--- src/sv/fsfe_pkg.sv ---
// Shared types and constants of the mount-table format field extractor.
// Used by every module of the block; depends on nothing.

package fsfe_pkg;

    // Result codes carried on the kind port.
    typedef enum logic [1:0] {
        KIND_BYTE      = 2'd0,
        KIND_FOUND     = 2'd1,
        KIND_MALFORMED = 2'd2,
        KIND_NOTFOUND  = 2'd3
    } kind_t;

    // Configuration register indexes.
    localparam logic [1:0] CFG_NAME_LENGTH = 2'd0;
    localparam logic [1:0] CFG_NAME_LOW    = 2'd1;
    localparam logic [1:0] CFG_NAME_HIGH   = 2'd2;

    localparam int MAX_NAME_BYTES_DEFAULT = 16;
    localparam int POS_W       = 5;
    localparam int QUEUE_DEPTH = 4;

    localparam logic [7:0] CHAR_NEWLINE = 8'h0A;
    localparam logic [7:0] CHAR_HASH    = 8'h23;

    // One queue entry holds all results caused by one input beat. When two is
    // set, a second result of kind found follows the first one.
    typedef struct packed {
        logic       two;
        kind_t      kind;
        logic [7:0] data;
    } entry_t;

endpackage

--- src/sv/fsfe_front.sv ---
// Front end: configuration registers, line parser and name compare.
// Turns each accepted text byte into at most one queue entry; uses fsfe_pkg.

module fsfe_front #(
    parameter int MAX_NAME_BYTES = fsfe_pkg::MAX_NAME_BYTES_DEFAULT
) (
    input  logic              clk,
    input  logic              rst_n,
    input  logic              cfg_we,
    input  logic [1:0]        cfg_index,
    input  logic [63:0]       cfg_data,
    input  logic              accept,
    input  logic [7:0]        text_byte,
    input  logic              end_of_text,
    output fsfe_pkg::entry_t  entry,
    output logic              entry_valid
);

    typedef enum logic [2:0] {
        PH_LEAD,
        PH_DEV,
        PH_GAP1,
        PH_NAME,
        PH_GAP2,
        PH_FMT,
        PH_SKIP,
        PH_DONE
    } phase_t;

    localparam logic [fsfe_pkg::POS_W-1:0] MAX_POS = fsfe_pkg::POS_W'(MAX_NAME_BYTES);

    logic [fsfe_pkg::POS_W-1:0] name_length_reg;
    logic [63:0]                name_low_reg;
    logic [63:0]                name_high_reg;

    phase_t                     phase_reg, phase_next;
    logic [fsfe_pkg::POS_W-1:0] pos_reg, pos_next;
    logic                       match_reg, match_next;

    logic [127:0] name_all;
    assign name_all = {name_high_reg, name_low_reg};

    function automatic logic is_space(input logic [7:0] c);
        return (c == 8'd32) || ((c >= 8'd9) && (c <= 8'd13));
    endfunction

    function automatic logic name_done(input logic [fsfe_pkg::POS_W-1:0] pos,
                                       input logic m,
                                       input logic [fsfe_pkg::POS_W-1:0] len);
        return m && (len != '0) && (len <= MAX_POS) && (pos == len);
    endfunction

    always_ff @(posedge clk or negedge rst_n)
    begin
        if (!rst_n)
        begin
            name_length_reg <= fsfe_pkg::POS_W'(1);
            name_low_reg    <= '0;
            name_high_reg   <= '0;
        end
        else if (cfg_we)
        begin
            case (cfg_index)
                fsfe_pkg::CFG_NAME_LENGTH: name_length_reg <= cfg_data[fsfe_pkg::POS_W-1:0];
                fsfe_pkg::CFG_NAME_LOW:    name_low_reg    <= cfg_data;
                fsfe_pkg::CFG_NAME_HIGH:   name_high_reg   <= cfg_data;
                default:                   ;
            endcase
        end
    end

    always_comb
    begin
        logic                       nl;
        logic                       sp;
        logic                       enter;
        logic [fsfe_pkg::POS_W-1:0] pos_e;
        logic                       m_e;
        logic [7:0]                 want;
        logic                       have;
        phase_t                     ph;

        nl    = (text_byte == fsfe_pkg::CHAR_NEWLINE);
        sp    = is_space(text_byte);
        enter = (phase_reg == PH_GAP1) && !sp;
        pos_e = enter ? '0 : pos_reg;
        m_e   = enter ? 1'b1 : match_reg;
        want  = name_all[{pos_e[3:0], 3'b000} +: 8];

        ph          = phase_reg;
        pos_next    = pos_e;
        match_next  = m_e;
        have        = 1'b0;
        entry.two   = 1'b0;
        entry.kind  = fsfe_pkg::KIND_BYTE;
        entry.data  = '0;

        case (phase_reg)
            PH_LEAD:
            begin
                if (!sp)
                begin
                    ph = (text_byte == fsfe_pkg::CHAR_HASH) ? PH_SKIP : PH_DEV;
                end
            end
            PH_DEV:
            begin
                if (nl)
                begin
                    ph = PH_LEAD;
                end
                else if (sp)
                begin
                    ph = PH_GAP1;
                end
            end
            PH_GAP1:
            begin
                if (nl)
                begin
                    ph = PH_LEAD;
                end
                else if (!sp)
                begin
                    ph = PH_NAME;
                end
            end
            PH_GAP2:
            begin
                if (nl)
                begin
                    have       = 1'b1;
                    entry.kind = fsfe_pkg::KIND_MALFORMED;
                    ph         = PH_DONE;
                end
                else if (!sp)
                begin
                    have       = 1'b1;
                    entry.data = text_byte;
                    ph         = PH_FMT;
                end
            end
            PH_FMT:
            begin
                have = 1'b1;
                if (sp)
                begin
                    entry.kind = fsfe_pkg::KIND_FOUND;
                    ph         = PH_DONE;
                end
                else
                begin
                    entry.data = text_byte;
                end
            end
            PH_SKIP:
            begin
                if (nl)
                begin
                    ph = PH_LEAD;
                end
            end
            default:
            begin
            end
        endcase

        // Name compare, also for the first name byte that leaves the gap.
        if ((phase_reg == PH_NAME) || enter)
        begin
            if (sp)
            begin
                if (name_done(pos_e, m_e, name_length_reg))
                begin
                    if (nl)
                    begin
                        have       = 1'b1;
                        entry.kind = fsfe_pkg::KIND_MALFORMED;
                        ph         = PH_DONE;
                    end
                    else
                    begin
                        ph = PH_GAP2;
                    end
                end
                else
                begin
                    ph = nl ? PH_LEAD : PH_SKIP;
                end
            end
            else if (m_e && (pos_e < name_length_reg) && (pos_e < MAX_POS) &&
                     (text_byte == want))
            begin
                pos_next = pos_e + 1'b1;
            end
            else
            begin
                match_next = 1'b0;
            end
        end

        // End of text closes the search and returns to the line start.
        if (end_of_text)
        begin
            if (ph != PH_DONE)
            begin
                if (have)
                begin
                    // Only a format byte can be pending here, so found follows.
                    entry.two = 1'b1;
                end
                else
                begin
                    have = 1'b1;
                    if (ph == PH_FMT)
                    begin
                        entry.kind = fsfe_pkg::KIND_FOUND;
                    end
                    else if ((ph == PH_GAP2) ||
                             ((ph == PH_NAME) &&
                              name_done(pos_next, match_next, name_length_reg)))
                    begin
                        entry.kind = fsfe_pkg::KIND_MALFORMED;
                    end
                    else
                    begin
                        entry.kind = fsfe_pkg::KIND_NOTFOUND;
                    end
                end
            end
            ph         = PH_LEAD;
            pos_next   = '0;
            match_next = 1'b1;
        end

        phase_next  = ph;
        entry_valid = accept && have;
    end

    always_ff @(posedge clk or negedge rst_n)
    begin
        if (!rst_n)
        begin
            phase_reg <= PH_LEAD;
            pos_reg   <= '0;
            match_reg <= 1'b1;
        end
        else if (accept)
        begin
            phase_reg <= phase_next;
            pos_reg   <= pos_next;
            match_reg <= match_next;
        end
    end

endmodule

--- src/sv/fsfe_queue.sv ---
// Short entry queue between the parser front end and the result back end.
// Holds fsfe_pkg::entry_t items; depth from fsfe_pkg::QUEUE_DEPTH.

module fsfe_queue (
    input  logic              clk,
    input  logic              rst_n,
    input  logic              wr_en,
    input  fsfe_pkg::entry_t  wr_entry,
    input  logic              rd_en,
    output fsfe_pkg::entry_t  rd_entry,
    output logic              full,
    output logic              empty
);

    localparam int DEPTH = fsfe_pkg::QUEUE_DEPTH;
    localparam int PTR_W = $clog2(DEPTH);
    localparam int CNT_W = $clog2(DEPTH + 1);

    fsfe_pkg::entry_t   slot_reg [DEPTH];
    logic [PTR_W-1:0]   wr_ptr_reg, rd_ptr_reg;
    logic [CNT_W-1:0]   count_reg;

    logic do_wr, do_rd;

    assign full     = (count_reg == CNT_W'(DEPTH));
    assign empty    = (count_reg == '0);
    assign do_wr    = wr_en && !full;
    assign do_rd    = rd_en && !empty;
    assign rd_entry = slot_reg[rd_ptr_reg];

    function automatic logic [PTR_W-1:0] bump(input logic [PTR_W-1:0] p);
        return (p == PTR_W'(DEPTH - 1)) ? '0 : p + 1'b1;
    endfunction

    always_ff @(posedge clk)
    begin
        if (do_wr)
        begin
            slot_reg[wr_ptr_reg] <= wr_entry;
        end
    end

    always_ff @(posedge clk or negedge rst_n)
    begin
        if (!rst_n)
        begin
            wr_ptr_reg <= '0;
            rd_ptr_reg <= '0;
            count_reg  <= '0;
        end
        else
        begin
            if (do_wr)
            begin
                wr_ptr_reg <= bump(wr_ptr_reg);
            end
            if (do_rd)
            begin
                rd_ptr_reg <= bump(rd_ptr_reg);
            end
            if (do_wr && !do_rd)
            begin
                count_reg <= count_reg + 1'b1;
            end
            else if (do_rd && !do_wr)
            begin
                count_reg <= count_reg - 1'b1;
            end
        end
    end

endmodule

--- src/sv/fsfe_back.sv ---
// Back end: unpacks queue entries into result beats, one beat per pop.
// Uses fsfe_pkg types; reads the head of fsfe_queue.

module fsfe_back (
    input  logic              clk,
    input  logic              rst_n,
    input  fsfe_pkg::entry_t  head,
    input  logic              head_valid,
    output logic              head_release,
    input  logic              pop,
    output logic [1:0]        kind,
    output logic [7:0]        format_byte,
    output logic              run_last
);

    logic second_reg, second_next;
    logic take;

    assign take        = pop && head_valid;
    assign kind        = second_reg ? fsfe_pkg::KIND_FOUND : head.kind;
    assign format_byte = second_reg ? 8'h00 : head.data;
    assign run_last    = second_reg || !head.two;

    // The entry leaves the queue with its final beat.
    assign head_release = take && run_last;

    always_comb
    begin
        second_next = second_reg;
        if (take)
        begin
            second_next = !second_reg && head.two;
        end
    end

    always_ff @(posedge clk or negedge rst_n)
    begin
        if (!rst_n)
        begin
            second_reg <= 1'b0;
        end
        else
        begin
            second_reg <= second_next;
        end
    end

endmodule

--- src/sv/fstab_format_field_extractor.sv ---
// Top level of the mount-table format field extractor.
// Instantiates fsfe_front, fsfe_queue and fsfe_back; uses fsfe_pkg.
//
// Usage: the table text is pushed one byte per beat (text_byte, with
// end_of_text set on the final byte) while full is low. On the first line
// whose second token equals the configured name, the third token comes
// out one result beat per byte (kind byte), then a found beat. A matching
// line with no third token gives malformed; no match by the end of the
// text gives not found. Bytes after an answer give nothing until the end.
// Results are taken with pop while empty is low; run_last marks the last
// result beat caused by one input byte.
// Timing: one input byte per cycle while full is low. A result is written
// into the queue when its byte is accepted. A byte that causes two results
// (the last format byte at the end of the text) needs a pop for each; a
// four-entry queue lets the result side stall without stopping input until
// it fills, at which point full rises. Reset clears the parser to the line
// start, empties the queue and sets the name length to one with all name
// bytes zero. Configuration is written through cfg_we, cfg_index and
// cfg_data while idle.

module fstab_format_field_extractor #(
    parameter int MAX_NAME_BYTES = fsfe_pkg::MAX_NAME_BYTES_DEFAULT
) (
    input  logic        clk,
    input  logic        rst_n,
    input  logic        cfg_we,
    input  logic [1:0]  cfg_index,
    input  logic [63:0] cfg_data,
    input  logic        push,
    output logic        full,
    input  logic [7:0]  text_byte,
    input  logic        end_of_text,
    output logic        empty,
    input  logic        pop,
    output logic [1:0]  kind,
    output logic [7:0]  format_byte,
    output logic        run_last
);

    fsfe_pkg::entry_t new_entry;
    fsfe_pkg::entry_t head_entry;
    logic             new_valid;
    logic             head_release;
    logic             accept;

    // A byte is taken whenever the queue has room, even if it adds no entry.
    assign accept = push && !full;

    fsfe_front #(
        .MAX_NAME_BYTES (MAX_NAME_BYTES)
    ) u_front (
        .clk         (clk),
        .rst_n       (rst_n),
        .cfg_we      (cfg_we),
        .cfg_index   (cfg_index),
        .cfg_data    (cfg_data),
        .accept      (accept),
        .text_byte   (text_byte),
        .end_of_text (end_of_text),
        .entry       (new_entry),
        .entry_valid (new_valid)
    );

    fsfe_queue u_queue (
        .clk      (clk),
        .rst_n    (rst_n),
        .wr_en    (new_valid),
        .wr_entry (new_entry),
        .rd_en    (head_release),
        .rd_entry (head_entry),
        .full     (full),
        .empty    (empty)
    );

    fsfe_back u_back (
        .clk          (clk),
        .rst_n        (rst_n),
        .head         (head_entry),
        .head_valid   (!empty),
        .head_release (head_release),
        .pop          (pop),
        .kind         (kind),
        .format_byte  (format_byte),
        .run_last     (run_last)
    );

`ifndef SYNTHESIS
    // The first of two beats from one byte is always a format byte.
    a_pair_starts_with_byte: assert property (@(posedge clk) disable iff (!rst_n)
        (!empty && !run_last) |-> (kind == fsfe_pkg::KIND_BYTE))
        else $error("first beat of a pair is not a format byte");

    // Only format byte beats carry data.
    a_data_only_on_byte: assert property (@(posedge clk) disable iff (!rst_n)
        (!empty && (kind != fsfe_pkg::KIND_BYTE)) |-> (format_byte == 8'h00))
        else $error("status beat carries a nonzero byte");

    // Every status beat ends the run of its byte.
    a_status_is_last: assert property (@(posedge clk) disable iff (!rst_n)
        (!empty && (kind != fsfe_pkg::KIND_BYTE)) |-> run_last)
        else $error("status beat without run_last");

    // After the first beat of a pair is popped, the found beat follows.
    a_pair_completes: assert property (@(posedge clk) disable iff (!rst_n)
        (pop && !empty && !run_last) |=>
        (!empty && run_last && (kind == fsfe_pkg::KIND_FOUND)))
        else $error("second beat of a pair missing");
`endif

endmodule

--- config.mk ---
export PLATFORM = sky130hd
export DESIGN_NAME = fstab_format_field_extractor
export DESIGN_NICKNAME = d
export VERILOG_FILES = /design/src/sv/fsfe_pkg.sv /design/src/sv/fsfe_front.sv /design/src/sv/fsfe_queue.sv /design/src/sv/fsfe_back.sv /design/src/sv/fstab_format_field_extractor.sv
export SDC_FILE = /design/constraint.sdc
export NUM_CORES = 1
export LEC_CHECK = 0
export BUFFER_PORTS_ARGS = -buffer_cell sky130_fd_sc_hd__buf_2
export CORE_MARGIN = 2
export CORE_UTILIZATION = 25
export CTS_BUF_LIST = sky130_fd_sc_hd__clkbuf_16
export DETAILED_ROUTE_END_ITERATION = 10
export PLACE_DENSITY = 0.45
export SKIP_CTS_REPAIR_TIMING = 1
export SLEW_MARGIN = 40
export SYNTH_ARGS = -nofsm -noshare
export SYNTH_HDL_FRONTEND = slang
export SYNTH_SLANG_ARGS = --single-unit
--- constraint.sdc ---
create_clock -name clk -period 4.98 [get_ports clk]
set_input_delay 0.996 -clock clk [delete_from_list [all_inputs] [get_ports clk]]
set_output_delay 0.996 -clock clk [all_outputs]
set_load 0.1 [all_outputs]
==> results of run 1 <==
==> synthesized netlist by cell type (3+ instances only) <==
cell type,number
nand3b_1,3
a21o_1,6
nand2_1,30
mux4_2,31
nor4_1,3
a32oi_1,3
nor2_1,25
o22ai_1,7
or2_2,3
nand2b_1,15
nand3_1,8
a22o_1,8
buf_6,4
inv_1,21
o21ai_0,16
o221ai_1,3
nor3_1,14
a31oi_1,7
dfrtp_1,148
or3_1,7
clkbuf_1,28
mux2i_1,22
xnor2_1,12
a221o_1,3
nor2b_1,17
a21oi_1,23
mux2_2,137
and2_1,9
buf_2,10
a22oi_1,4
ha_1,13
and3_1,8
edfxtp_1,44
nand4_1,3
xor2_1,6
o211ai_1,6
==> area by class of cell <==
cell class / instances / share of cell area (%)
Clock inverter: 15 / 1.35
Sequential cell: 194 / 43.2
Multi-Input combinational cell: 490 / 38.6
Antenna cell: 2 / 0.0425
Tap cell: 518 / 5.51
Timing Repair Buffer: 130 / 7.01
Inverter: 22 / 0.723
Clock buffer: 17 / 3.62
==> stage by stage <==
step | cell area [um^2] | util (%) | TNS [ns] | total power [mW]
floorplan | 9930 | - | 0 | 3.45
finish | 11800 | 30.4 | 0 | 5.25
detailed placement | 11200 | 28.8 | -0.0437 | 3.93
global placement | 11200 | 28.8 | 0 | 3.92
global route | 11800 | 30.4 | 0 | 5.56
CTS | 11800 | 30.4 | 0 | 5.33
==> kinds of logic after synthesis <==
| family | Yosys count | synth area share (%) |
|---|---|---|
| flip-flops | 194 | 51.5 |
| AO/OA/AOI/OAI | 104 | 7.26 |
| multiplexers | 191 | 25.1 |
| XOR/XNOR | 18 | 1.60 |
| adder cells (fa/ha/maj) | 14 | 1.85 |
| buffers and inverters | 68 | 3.10 |
| AND/OR/NAND/NOR | 163 | 9.58 |
==> report_power, final <==
part           internal [mW]  switching (mW)  total, mW
logic                  0.685            1.06       1.74
clock network          0.679           0.703       1.38
registers               1.91           0.217       2.12
==> cells in the final DEF (no fill, tap or decap), drive strengths merged, types with 4 or more instances in the layout <==
master  netlist  routed
a21o          6       6
a21oi        23      23
a22o          8       8
a22oi         4       4
a31oi         7       7
and2         10      10
and3          8       8
buf          18     129
clkbuf       28      18
clkinv        1       5
dfrtp       148     148
edfxtp       44      44
ha           13      13
inv          21      32
mux2        138     138
mux2i        22      22
mux4         31      31
nand2        31      31
nand2b       15      15
nand3         8       8
nor2         26      26
nor2b        17      17
nor3         14      14
nor4          4       4
o211ai        6       6
o21ai        20      20
o22ai         7       7
or3           9       9
xnor2        12      12
xor2          6       6
==> metal layers <==
metal / vias to the layer above / routed length, um
met5: - / 53
met3: 26 / 1530
met2: 156 / 12200
met1: 3256 / 11900
met4: 8 / 253
li1: 3009 / -
==> worst max-delay path: cells and delay by family <==
| family | cells | cell delay (ns) |
|---|---|---|
| AO/OA/AOI/OAI | 4 | 1.04 |
| XOR/XNOR | 1 | 0.10 |
| adder cells (fa/ha/maj) | 1 | 0.25 |
| buffers and inverters | 1 | 0.10 |
| AND/OR/NAND/NOR | 8 | 2.24 |
==> worst min path at each step <==
| stage | slack (ns) | start | endpoint | depth (start not counted) |
|---|---|---|---|---|
| finish | 0.51 | u_front.name_low_reg[15] | u_front.name_low_reg[15] | 1 |
| global route | 0.52 | u_front.name_high_reg[51] | u_front.name_high_reg[51] | 1 |
| CTS | 0.51 | u_front.name_low_reg[15] | u_front.name_low_reg[15] | 1 |
| detailed placement | 0.49 | u_front.name_low_reg[15] | u_front.name_low_reg[15] | 1 |
| global placement | 0.48 | u_queue.count_reg[2] | u_queue.count_reg[2] | 1 |
| floorplan | 0.46 | u_queue.count_reg[2] | u_queue.count_reg[2] | 1 |
==> impl_summary.md, run 1 <==
Worst setup path
The worst setup path is launched from an input port. In this run the critical register-to-register path is captured at u_queue.slot_reg[2][8]. The launch point of the critical path is text_byte[4]. The type of destination of the critical path is a flop. The worst-case register-to-register setup slack is 0.83 ns. For this design, the slowest cell found on the critical path is or4_1. The data required time at the worst endpoint is 5.19 ns. Of all nets on the critical path, the largest fanout is 4.

The critical path ends at u_queue.slot_reg[2][8]. The library cell appearing most often on the critical path is or4_1. The largest single stage delay on the critical path is 0.61 ns.

The data arrival time of the critical path is 4.73 ns. The path depth of the worst reg2reg path is 15. The worst register-to-register path begins at u_front.phase_reg[1]. The critical path goes through buf_2, or4_1, o21ai_4, nor2_2, nor2_1, ha_1, and3_4, a221oi_1, o21ai_0, or4_1, nand4b_4, or3_4, nor4_4, xnor2_1, a31oi_1.

The critical path is of the input port to flop type.

STA
The worst clock skew is 0.0116 ns. After layout, the minimum clock period comes to 4.53 ns. After layout, the worst setup slack is 0.455 ns.

After layout, the worst path uses 90.9% of the clock period. In this run the tightest slew margin relative to its limit is 52.1%. The number of failing hold endpoints at the final stage came to 0.

The maximum frequency from static timing analysis is 221 MHz. The setup-violating endpoint count in the final report is 0. The final count of pins violating max slew is 0. Setup repair after global routing left no endpoint under its margin.

Hold is met by 0.506 ns. For the pin with the worst max-slew slack, the measured transition is 0.719 ns.

Clocking
Buffers inserted during clock tree synthesis total 17. TritonCTS built the clock tree. The register clock-pin slew on the reported worst setup and hold paths is 0.07 ns. Clock latency on the worst-skew pair, taken at its later pin, is 0.44 ns.

The maximum count of clock buffers along a single path is 2. Clock tree synthesis found a total of 194 sinks. The tree is rooted in a clkbuf_16. The number of levels in the clock H-tree is 4.

Floorplan
The die covers 0.0410 mm^2. The core region is 0.0387 mm^2. The number of top-level pins is 93.

The number of placement rows is 72. The die boundary width is 203 um. The effective utilization at floorplan is 25.4%. The floorplan step set the die height to 203 um.

Placed design
At the end of routability-driven placement, the weighted congestion stood at 0.847. Detailed placement finished with a half-perimeter wire length of 18600 um. The count of buffers added on input and output ports is 92.

Including well taps, the total number of placed cells is 1354. The worst-case setup slack after placement is -0.0109 ns.

Cells and area
The sequential standard cell area is 0.00508 mm^2. The number of fill cells is 3963. The layout net count is 949. The finished layout holds 1388 standard cells, fillers aside. Cells with a size suffix above 1 make up 41.9% of the layout. In the final layout, the multi-input gates occupy 0.00454 mm^2.

The area added between synthesis and finish is 19.4%.

Global route
The number of antenna violations at the first check in global routing came to 6. After global routing the overflow that remains totals 0. For met2 alone, demand over resource in global routing was 20.7%. The met1 usage in global routing is 17.5%. The largest net degree at the start of global routing is 86. For this run, the total global-route usage over all layers was measured as 12.9%. For met3 alone, demand over resource in global routing was 3.50%. The number of global-route vias before repair is 6634.

The first global-routing pass estimated 40300 um of wire. After global routing, the most crowded layer is met2.

Yosys
The number of flops mapped to enable cells by yosys is 44. The largest total area in the synthesized netlist belongs to dfrtp_1. In the synthesized netlist the async set-or-reset flop fraction comes to 77.3%. The main flop type after synthesis is dfrtp_1.

After synthesis the netlist holds a flip-flop and latch count of 194. The summed instance area of the synthesized netlist is 0.00986 mm^2. The area fraction of the dominant cell type after synthesis is 37.6%.

The sequential fraction of the synthesis area is 51.5%. The mean cell area of the mapped netlist is 13.1 um^2. Yosys printed 0 warnings.

Counting every instance in the synthesized netlist gives 752. After synthesis, the cell types taking the most area are dfrtp_1 38%, mux2_2 16%, edfxtp_1 13%. When the netlist entered floorplanning its net count stood at 846.

The netlist uses 69 different library cells.

Routing
The total wire length is 25900 um. The post-detailed-route via-to-cell ratio is 4.65. The number of optimization iterations in the first detailed-route pass is 5. The count of unresolved DRC violations after routing is 0. After detailed routing, the average wire length per cell comes to 18.7 um.

The total number of vias is 6455. The first-iteration detailed-routing DRC count is 338. The count of antenna-violating nets left after detailed routing is 0.

Pwr
The analysis attributes to cell leakage a power of 4.80 nW. IR analysis of the VDD net gives a maximum drop of 267 uV. The power density normalized to cell area is 446 mW/mm^2.

Flow run
Max-cap violations in this run came to 0.

Min path
The classification of the worst-slack hold path is flop to flop.

Status
The run finished with clean final reports.
(Power assumes the default switching activity.)
==> inputs of run 2 (changes only) <==
- BUFFER_PORTS_ARGS: -buffer_cell sky130_fd_sc_hd__buf_2 -> default
- DONT_BUFFER_PORTS: default -> 1
- PLACE_DENSITY: 0.45 -> 0.38
==> run 2 against run 1 <==
  * Total power down 1.5%
  * Via count down 3.6%
  * Critical path depth down 1
  * Count of clock-buffer cells in the layout unchanged
  * Die area unchanged
  * Non-clock buffer count down 97
  * Register-to-register slack worse by 0.10 ns
  * Combinational power about the same
  * Cell count down 7.1%
  * Critical path type unchanged
  * Critical endpoint is now u_queue.slot_reg[1][8]
  * Highest routed layer is now met4
==> impl_summary.md, run 2 (synthesis gave the netlist of run 1 again) <==
STA
The setup-violating endpoint count in the final report is 0 (unchanged). The maximum frequency from static timing analysis was 223 MHz (was 221 MHz). RSZ-0062 raised after global routing: false (unchanged). The worst slew margin relative to its limit was 45.2% (was 52.1%).

The worst clock skew is 0.0108 ns (was 0.0116 ns). The shortest period the worst path allows was 4.47 ns (was 4.53 ns). The period utilization is 89.9% (was 90.9%). The accumulated negative setup slack is 0 ns (unchanged). The setup slack of the critical path after layout is 0.505 ns (was 0.455 ns). The number of failing hold endpoints at the final stage is 0 (unchanged). The final count of pins violating max slew came to 0 (unchanged). The transition time at the pin with the least slew margin is 0.821 ns (was 0.719 ns).

Cells and area
The most common cell after layout, fill and taps aside is dfrtp_1 (unchanged). The layout cell share with drive strength beyond 1 is 36.1% (was 41.9%). The combined area of the multi-input logic cells is 0.00461 mm^2 (was 0.00454 mm^2).

The sequential standard cell area is 0.00508 mm^2 (about the same). The number of fill cells is 3968 (was 3963). Highest-count cells in the layout ignoring fill and taps: 144 x dfrtp_1, 137 x mux2_2, 44 x edfxtp_1 (was 145 x dfrtp_1, 137 x mux2_2, 91 x buf_2).

The area added between synthesis and finish is 14.0% (was 19.4%). The layout net count is 852 (was 949). The area of all placed cells without fillers came to 0.0112 mm^2 (was 0.0118 mm^2).

Clocking
The number of levels in the clock H-tree is 4 (unchanged). The number of buffers created by CTS came to 17 (unchanged). The maximum count of clock buffers along a single path is 2 (unchanged). The cell at the root of the clock tree is clkbuf_16 (unchanged). The TritonCTS sink count came to 194 (unchanged). The clock tree from TritonCTS is done (unchanged).

The clock latency on the worst-skew pair was 0.45 ns (was 0.44 ns). The register clock-pin slew on the reported worst setup and hold paths is 0.07 ns (about the same).

Routing
The first-iteration detailed-routing DRC count is 346 (was 338). The total routed wire length on the met1 layer was 12500 um (was 11900 um). The total number of vias is 6222 (was 6455). The met3 wire length is 1960 um (was 1530 um). The top routing layer in use is met4 (was met5). The count of antenna-violating nets left after detailed routing is 0 (unchanged).

The met2 wirelength from detailed routing came to 13200 um (was 12200 um). The total wire length is 28100 um (was 25900 um). The final routed wire length divided by cell count is 21.8 um (was 18.7 um). The post-detailed-route via-to-cell ratio is 4.82 (was 4.65). The number of optimization iterations in the first detailed-route pass is 5 (unchanged).

The count of unresolved DRC violations after routing is 0 (unchanged).

Floorplan
The full die area came to 0.0410 mm^2 (unchanged). The effective utilization at floorplan came to 25.4% (unchanged). The y dimension of the die is 203 um (unchanged). The die boundary width is 203 um (unchanged). The number of top-level pins is 93 (unchanged). The placeable core area is 0.0387 mm^2 (unchanged).

The number of placement rows was 72 (unchanged).

Min path
The classification of the worst-slack hold path is input port to async pin (was flop to flop).

Pwr
The internal power consumption is 3.25 mW (was 3.27 mW). The sequential share of power is 41.9% (was 40.5%). The worst supply voltage drop on vdd came to 252 uV (was 267 uV). The leakage power figure came to 4.42 nW (was 4.80 nW).

The power spent charging and discharging nets is 1.93 mW (was 1.98 mW). The combinational cell fraction of total power is 33.3% (was 33.2%). The proportion of power drawn by the clock network is 24.7% (was 26.3%). The switching share of power came to 37.2% (was 37.7%). The power density normalized to cell area was 460 mW/mm^2 (was 446 mW/mm^2).

Global route
The global-route wire length before repair came to 43000 um (was 40300 um). The remaining global-route overflow is 0 (unchanged). The number of antenna violations at the first check in global routing is 0 (was 6). The total routing resource utilization after global routing is 14.2% (was 12.9%). The number of global-route vias before repair came to 6668 (was 6634).

The largest net degree at the start of global routing is 151 (was 86).

Worst setup path
The start-to-end type of the worst setup path is input port to flop (unchanged). List of cells traversed by the critical path: or4_1, o21ai_4, nor2_2, nor2_1, ha_1, and3_4, a221oi_1, o21ai_0, or4_1, nand4b_4, or3_4, nor4_4, xnor2_1, a31oi_1 (was buf_2, or4_1, o21ai_4, nor2_2, nor2_1, ha_1, and3_4, a221oi_1, o21ai_0, or4_1, nand4b_4, or3_4, nor4_4, xnor2_1, a31oi_1). The worst stage delay on the critical path is 0.61 ns (about the same).

The type of destination of the critical path is a flop (unchanged). The data required time at the worst endpoint came to 5.19 ns (about the same). The worst-path cell with the longest stage delay is or4_1 (unchanged). The type of origin of the critical path is an input port (unchanged). The data arrival time of the critical path is 4.68 ns (was 4.73 ns). The library cell appearing most often on the critical path was or4_1 (unchanged). The biggest fanout along the worst timing path is 4 (unchanged).

Placed design
The post-detailed-placement half-perimeter wirelength came to 20500 um (was 18600 um). The port buffer count is 0 (was 92). The placer's final routability congestion estimate is 0.873 (was 0.847). The worst-case setup slack after placement is 0.0524 ns (was -0.0109 ns). The placed cell area is 0.0107 mm^2 (was 0.0112 mm^2).

Flow run
The max capacitance violation total came to 0 (unchanged).

Status
Outcome: finished clean (unchanged).
## run 2: worst paths after layout
path,start,endpoint,slack (ns),depth (start not counted)
hold reg to reg,u_front.name_low_reg[15],u_front.name_low_reg[15],0.50,1
max in group asynchronous,rst_n,u_queue.rd_ptr_reg[0],4.45,0
min in group clk,u_front.name_low_reg[15],u_front.name_low_reg[15],0.50,1
hold / removal,rst_n,u_front.name_low_reg[55],0.25,0
setup reg to reg,u_front.phase_reg[2],u_queue.slot_reg[1][8],0.73,15
setup / recovery,text_byte[4],u_queue.slot_reg[1][8],0.51,14
## run 2: per-stage QoR
step / power [mW] / hold slack (ns) / utilization (%) / std cells
4_1_cts: 5.25 / 0.215 / 29.0 / 1289
3_5_place_dp: 3.94 / 0.485 / 27.6 / 1257
6_report: 5.17 / 0.254 / 29.0 / 1290
5_1_grt: 5.46 / 0.216 / 29.0 / 1289
2_1_floorplan: 3.45 / 0.461 / - / 752
3_3_place_gp: 3.87 / 0.483 / 27.5 / 1257
## run 2: worst max-delay path: cells and delay by family
| kind | cells | cell delay [ns] |
|---|---|---|
| AO/OA/AOI/OAI | 4 | 1.05 |
| XOR/XNOR | 1 | 0.12 |
| adder cells (fa/ha/maj) | 1 | 0.25 |
| AND/OR/NAND/NOR | 8 | 2.27 |
## run 2: power groups by stage
stage | Combinational [mW] | Sequential, mW | Clock (mW)
global placement | 1.69 | 2.18 | 0
finish | 1.72 | 2.17 | 1.28
floorplan | 1.40 | 2.05 | 0
CTS | 1.74 | 2.17 | 1.33
global route | 1.84 | 2.22 | 1.40
detailed placement | 1.73 | 2.21 | 0
## run 2: final cells by class
cell class              instances  share of cell area (%)
inverters                      22                   0.757
clock inverters                15                   0.980
clock buffers                  17                    3.78
flip-flops and latches        194                    45.2
repair buffers                 33                    2.45
well taps                     518                    5.77
diodes                          1                  0.0223
multi-input cells             490                    41.0
## run 2: routing by layer
layer / GRT usage (%) / vias up
met1: 18.8 / 3242
met2: 22.6 / 143
li1: - / 2814
met4: 4.25 / 0
met5: 0 / -
met3: 4.24 / 23
